File: src/rtl/trilin_pkg.sv
// ----------------------------------------------------------------------------
// trilin_pkg
// Shared widths, register indexes and controller/datapath command types for
// the trilinear volume resampler.
// ----------------------------------------------------------------------------
package trilin_pkg;

  localparam int VAL_W    = 16;
  localparam int COORD_W  = 10;
  localparam int ADDR_W   = 15;
  localparam int SHIFT_W  = 20;
  localparam int ISCALE_W = 24;
  localparam int CFG_W    = 24;
  localparam int CFG_IDX_W = 3;
  localparam int IDX_W    = 8;
  localparam int STEP_W   = 4;
  localparam int STORE_DEPTH = 32768;

  localparam logic [CFG_IDX_W-1:0] CFG_SHIFT_X     = 3'd0;
  localparam logic [CFG_IDX_W-1:0] CFG_SHIFT_Y     = 3'd1;
  localparam logic [CFG_IDX_W-1:0] CFG_SHIFT_Z     = 3'd2;
  localparam logic [CFG_IDX_W-1:0] CFG_INV_SCALE_X = 3'd3;
  localparam logic [CFG_IDX_W-1:0] CFG_INV_SCALE_Y = 3'd4;
  localparam logic [CFG_IDX_W-1:0] CFG_INV_SCALE_Z = 3'd5;

  localparam logic [ISCALE_W-1:0] INV_SCALE_ONE = 24'd65536;

  // Blend schedule: corner reads on steps 0..7, result written on the last step.
  localparam logic [STEP_W-1:0] STEP_LAST = 4'd15;

  typedef struct packed {
    logic              load;
    logic              map;
    logic              check;
    logic              addr1;
    logic              addr2;
    logic              run;
    logic [STEP_W-1:0] step;
    logic              emit_zero;
    logic              emit_val;
  } cmd_t;

  typedef struct packed {
    logic in_range;
  } status_t;

endpackage

File: src/rtl/trilin_ctrl.sv
// ----------------------------------------------------------------------------
// trilin_ctrl
// Sequencer: map, range check, address setup and the sixteen-step blend.
// ----------------------------------------------------------------------------
module trilin_ctrl (
  input  logic                clk,
  input  logic                rst,
  input  logic                start,
  input  logic                action,
  input  trilin_pkg::status_t status,
  output trilin_pkg::cmd_t    cmd,
  output logic                busy
);

  localparam logic [2:0] S_IDLE  = 3'd0;
  localparam logic [2:0] S_MAP   = 3'd1;
  localparam logic [2:0] S_CHECK = 3'd2;
  localparam logic [2:0] S_ADDR1 = 3'd3;
  localparam logic [2:0] S_ADDR2 = 3'd4;
  localparam logic [2:0] S_RUN   = 3'd5;

  logic [2:0]                    state, state_next;
  logic [trilin_pkg::STEP_W-1:0] step, step_next;

  assign busy = (state != S_IDLE);

  always_comb begin
    state_next    = state;
    step_next     = step;
    cmd           = '0;
    cmd.step      = step;
    case (state)
      S_IDLE: begin
        if (start && action) begin
          cmd.load   = 1'b1;
          state_next = S_MAP;
        end
      end
      S_MAP: begin
        cmd.map    = 1'b1;
        state_next = S_CHECK;
      end
      S_CHECK: begin
        cmd.check  = 1'b1;
        state_next = S_ADDR1;
      end
      S_ADDR1: begin
        if (!status.in_range) begin
          cmd.emit_zero = 1'b1;
          state_next    = S_IDLE;
        end else begin
          cmd.addr1  = 1'b1;
          state_next = S_ADDR2;
        end
      end
      S_ADDR2: begin
        cmd.addr2  = 1'b1;
        step_next  = '0;
        state_next = S_RUN;
      end
      S_RUN: begin
        cmd.run   = 1'b1;
        step_next = step + 1'b1;
        if (step == trilin_pkg::STEP_LAST) begin
          cmd.emit_val = 1'b1;
          state_next   = S_IDLE;
        end
      end
      default: begin
        state_next = S_IDLE;
      end
    endcase
  end

  always_ff @(posedge clk) begin
    if (rst) begin
      state <= S_IDLE;
      step  <= '0;
    end else begin
      state <= state_next;
      step  <= step_next;
    end
  end

endmodule

File: config.mk
export PLATFORM = sky130hd
export DESIGN_NAME = trilin_ctrl
export DESIGN_NICKNAME = d
export VERILOG_FILES = /design/src/rtl/trilin_pkg.sv /design/src/rtl/trilin_ctrl.sv
export SDC_FILE = /design/constraint.sdc
export NUM_CORES = 1
export LEC_CHECK = 0
export BUFFER_PORTS_ARGS = -buffer_cell sky130_fd_sc_hd__buf_4
export CORE_AREA = 2 2 39 41
export DETAILED_ROUTE_END_ITERATION = 16
export DIE_AREA = 0 0 41 43
export MAX_ROUTING_LAYER = met4
export REMOVE_ABC_BUFFERS = 1
export SYNTH_ARGS = -nofsm -noshare
export SYNTH_HDL_FRONTEND = slang
export SYNTH_SLANG_ARGS = --single-unit
File: constraint.sdc
create_clock -name clk -period 3.5 [get_ports clk]
set_clock_uncertainty 0.05 [all_clocks]
set_input_delay 0.175 -clock clk [delete_from_list [all_inputs] [get_ports clk]]
set_output_delay 0.175 -clock clk [all_outputs]
set_load 0.01 [all_outputs]
==> results of run 1 <==
==> flip-flops by register name, indices dropped and copies added, names as in the netlist <==
name,cells
step,4
state,3
==> final timing paths <==
check | cells after the start | end | startpoint
min | 2 | step[1] | rst
max reg2reg | 3 | step[3] | state[0]
min reg2reg | 2 | step[1] | step[1]
max | 3 | cmd[0] | state[0]
==> layer usage <==
metal | share of wire [%] | vias to the layer above
met4 | 0 | 0
li1 | - | 202
met1 | 46 | 169
met3 | 7.6 | 0
met5 | 0 | -
met2 | 46 | 8
==> cell families (layout without fill, tap and decap cells) <==
group                    after synthesis  count (layout)
AND/OR/NAND/NOR                       27              27
XOR/XNOR                               1               1
buffers and inverters                  3              21
AO/OA/AOI/OAI                          7               7
adder cells (fa/ha/maj)                1               1
flip-flops                             7               7
multiplexers                           1               1
==> through the flow <==
step	cells	worst slack (ns)	power (mW)	cell area [um^2]
final	81	1.91	0.194	544
after global placement	77	2.17	0.122	518
after global routing	81	1.81	0.206	544
after detailed placement	77	2.10	0.122	518
after CTS	81	1.91	0.198	544
after floorplan	44	2.17	0.105	370
==> power by group through the flow <==
stage | sequential [mW] | combinational, mW | clock [mW]
5_1_grt | 0.0893 | 0.0339 | 0.0825
3_3_place_gp | 0.0905 | 0.0313 | 0
4_1_cts | 0.0887 | 0.0312 | 0.0780
6_report | 0.0889 | 0.0306 | 0.0741
3_5_place_dp | 0.0905 | 0.0311 | 0
2_1_floorplan | 0.0890 | 0.0159 | 0
==> critical path: cells and delay by family (launching register included) <==
| kind | cells | cell delay (ns) |
|---|---|---|
| buf+inv | 1 | 0.11 |
| simple gates | 2 | 0.49 |
| flops | 1 | 0.50 |
==> area by class of cell <==
| type | instances | area share, % |
|---|---|---|
| Sequential cell | 7 | 25.7 |
| Tap cell | 16 | 3.68 |
| Clock buffer | 4 | 4.83 |
| Multi-Input combinational cell | 37 | 42.3 |
| Timing Repair Buffer | 17 | 23.4 |
==> Yosys cell counts, types with 2 or more instances <==
library cell	number
nor2_1	5
nor2b_1	3
a21oi_1	3
nand3_1	3
dfxtp_1	7
clkbuf_1	2
nor3b_1	2
nand2_1	4
==> impl_metrics.toml, run 1 <==
[floorplanning]
floorplan.rows = 14
dieArea_um2 = 1760
pin_count = 18
fp.dieW_um = 41
core_um2 = 1380
die_y_um = 43
initial_utilization_pct = 27.8

[sta]
period_share_pct = 45.4
worst_pin_slew_ns = 0.321
rsz0062_at_grt = "false"
fmax_mhz = 630
whs_ns = 0.0840
final-setup-viol-count = 0
max_slew_margin_pct = 78.6
hold_viol_final = 0
maxSlewViolCount = 0
fin_setup_tns_ns = 0
period_minus_slack_ns = 1.59

[global_route]
grt_use_met2_pct = 16.3
busiest_layer = "met2"
grt_start_max_net_pins = 12
grt_pass1_vias = 343
grt.met3_usage_pct = 7.85
grt_util_met1_pct = 13.5
overflow = 0
grt_use_total_pct = 11.5
antenna_found_initial = 0
grt_pass1_wl_mm = 1.34

[cells_and_area]
multiInputGateArea_um2 = 230
diodes = 0
syn2layout_area_growth_pct = 41.2
final_core_util_pct = 39.3
final_common_cell = "buf_4"
drive_gt1_share_pct = 30.8
seq_area_um2 = 140
most-common-layout-cells = "17 x buf_4, 7 x dfxtp_1, 5 x nor2_1"
n_fill_cell = 151
fin_nets = 72

[clocking]
worstSkewPairLatency_ns = 0.25
cts_sinks = 7
cts_hold_buffers = 0
clk_pin_slew_ns = 0.05
cts_root_buffer = "clkbuf_4"
ctsLongestPathBuffers = 2
cts_max_level = 1
cts_resized = 0
tritoncts = "yes"
numCtsBuffers = 3
post_cts_buffers = 0

[detailed_routing]
antenna_left = 0
routed_wirelength_um = 845
drt_iter0_markers = 4
vias = 379
routed_via_density = 4.68
post_drt_wl_per_cell_um = 10.4
drc = 0
firstDrtPassIters = 4

[power_and_ir_drop]
p_switching_mw = 0.0497
p_sw_share_pct = 25.7
clkPwrFrac_pct = 38.3
power_frac_seq_pct = 45.9
intPower_mw = 0.144
p_comb_share_pct = 15.8
power.density_nw_per_um2 = 356
peakVddDrop_v = 0.000172
power.leakage_nw = 0.245

[yosys]
yosysSeqAreaShare_pct = 36.4
synth-compound-area-share_pct = 11.4
synth_edf_count = 0
netlist.top_cell.by_area = "dfxtp_1"
ys.flop_type = "dfxtp_1"
muxShareOfSynthArea_pct = 2.60
synth_area_leaders = "dfxtp_1 36%, nor2_1 4.9%, nor2b_1 4.9%, a21oi_1 3.9%, nand3_1 3.9%"
synthSimpleGateAreaFrac_pct = 40.3
synth_warnings = 0
synth_cells = 47
synthArstFlopShare_pct = 0
synth_top_area_share_pct = 36.4
synth_area_um2 = 385
synthAdderAreaFrac_pct = 3.25
ys_seq_elements = 7
synth.distinct_cells = 26
avgSynthCellArea_um2 = 8.20
synth_top_family_by_area = "simple AND/OR/NAND/NOR gates"
synthXorXnorAreaFrac_pct = 2.27

[worst_setup_path]
path_cells = "and3b_1, and4_1, buf_4"
cp_max_fo = 11
cpPeakStageDelay_ns = 0.50
critical_path_class = "register to primary output"
cp_slowest_cell = "dfxtp_1"
crit_required_ns = 3.27
worstSetupEndpointType = "primary output"
worst_ep_arrival_time_ns = 1.36
timing.reg2reg.setup_slack_ns = 2.09
startpoint_type = "register"

[flow_run]
cap_violations = 0

[place]
portBuffers = 17
gp_congestion = 0.715
hpwl_um = 635

[run_status]
status = "finished, final reports clean"

[hold_path]
hold_class = "primary input to register"
Power figures use the tool's default switching activity.
==> run 2: changes to the inputs <==
clock period = 1.4 ns   (was 3.5 ns; I/O delays follow)
==> impl_metrics.toml, run 2 (synthesized netlist as in run 1, its figures left out) <==
[clocking]
numCtsBuffers = 3
tritoncts = "yes"
worstSkewPairLatency_ns = 0.25
ctsLongestPathBuffers = 2
cts_max_level = 1
cts_root_buffer = "clkbuf_4"
clk_pin_slew_ns = 0.05
cts_sinks = 7

[sta]
setup_ws_ns = 0.0559
worst_pin_slew_ns = 0.207
max_slew_margin_pct = 86.2
maxSlewViolCount = 0
hold_viol_final = 0
period_share_pct = 96.0
period_minus_slack_ns = 1.34
final-setup-viol-count = 0
fmax_mhz = 744

[floorplanning]
core_um2 = 1380
initial_utilization_pct = 27.8
die_y_um = 43
fp.dieW_um = 41
floorplan.rows = 14
pin_count = 18
dieArea_um2 = 1760

[worst_setup_path]
critPathTopFamily = "simple AND/OR/NAND/NOR gates"
cpPeakStageDelay_ns = 0.39
crit_required_ns = 1.28
rr_startpoint = "state[1]"
path_cells = "or3_4, nor2_1, buf_4"
crit_start = "state[2]"
critical_path_class = "register to primary output"
worst_ep_arrival_time_ns = 1.22
critical_path_buf_inv_count = 1
worstSetupEndpointType = "primary output"
cp_slowest_cell = "or3_4"
startpoint_type = "register"
cp_max_fo = 8

[cells_and_area]
diodes = 0
fin_nets = 77
largest_reg_flops = 4
most-common-layout-cells = "21 x buf_4, 5 x nor2_1, 4 x nand2_1, 4 x dfxtp_1"
multiInputGateArea_um2 = 239
reg_top3 = "step x4, state x3"
drive_gt1_share_pct = 42.9
seq_area_um2 = 151
syn2layout_area_growth_pct = 56.8
final_common_cell = "buf_4"
final_core_util_pct = 43.7
n_fill_cell = 143
top_register = "step"
design_area_um2 = 604

[detailed_routing]
firstDrtPassIters = 4
drt_iter0_markers = 9
antenna_left = 0
routed_via_density = 4.84
drc = 0
routed_wirelength_um = 938
vias = 416
post_drt_wl_per_cell_um = 10.9

[place]
placed_area_um2 = 541
portBuffers = 17
dp_worst_setup_slack_ns = 0.141
hpwl_um = 692
gp_congestion = 0.761

[power_and_ir_drop]
power.leakage_nw = 0.268
power.density_nw_per_um2 = 831
peakVddDrop_v = 0.000447

[flow_run]
cap_violations = 0

[run_status]
status = "finished, final reports clean"

[global_route]
antenna_found_initial = 0
grt_use_total_pct = 12.3
grt_pass1_vias = 356
overflow = 0
grt_pass1_wl_mm = 1.44
grt_start_max_net_pins = 9

[hold_path]
hold_class = "primary input to register"
hold_start = "status"
[run 2: report_power, final]
| part | switching [mW] | internal [mW] |
|---|---|---|
| sequential | 0.00937 | 0.205 |
| combinational | 0.0436 | 0.0649 |
| clock | 0.0704 | 0.109 |
| total | 0.123 | 0.379 |
[run 2: repair_timing]
action,in CTS,in global routing
endpoints found under the hold margin,7,0
setup endpoints to repair,1,2
buffers inserted,0,2
hold buffers,1,0
pin swaps,0,1
gates resized for setup,3,6
[run 2: worst reg2reg max path, cell delays in order, from the launching register on]
cell     delay, ns
dfxtp_4       0.35
and3b_2       0.27
or3b_1        0.35
a31oi_1       0.13
[run 2: final timing paths]
path	end	slack (ns)	cells after the start
max	cmd[11]	0.06	3
min	state[2]	0.05	3
max reg2reg	step[3]	0.17	3
min reg2reg	state[1]	0.42	1
[run 2: per-stage QoR]
step	hold WS, ns	cells	setup TNS, ns	total power, mW
5_1_grt	0.0547	86	-0.000851	0.542
3_5_place_dp	0.247	80	0	0.313
4_1_cts	0.0487	85	0	0.498
3_3_place_gp	0.247	80	0	0.313
2_1_floorplan	0.0891	44	0	0.262
6_report	0.0516	86	0	0.502
[run 2: layout make-up]
type / instances / area share (%)
flip-flops and latches: 7 / 25.1
multi-input cells: 37 / 39.5
clock buffers: 4 / 4.35
well taps: 16 / 3.31
repair buffers: 22 / 27.7
[run 2: per-layer routing]
| metal | track usage (%) | wire (um) | part of all wire (%) |
|---|---|---|---|
| met5 | - | 0 | 0 |
| met4 | 6.00 | 8 | 0.85 |
| met3 | 4.71 | 46 | 4.9 |
| met2 | 16.6 | 512 | 55 |
| met1 | 15.6 | 370 | 39 |
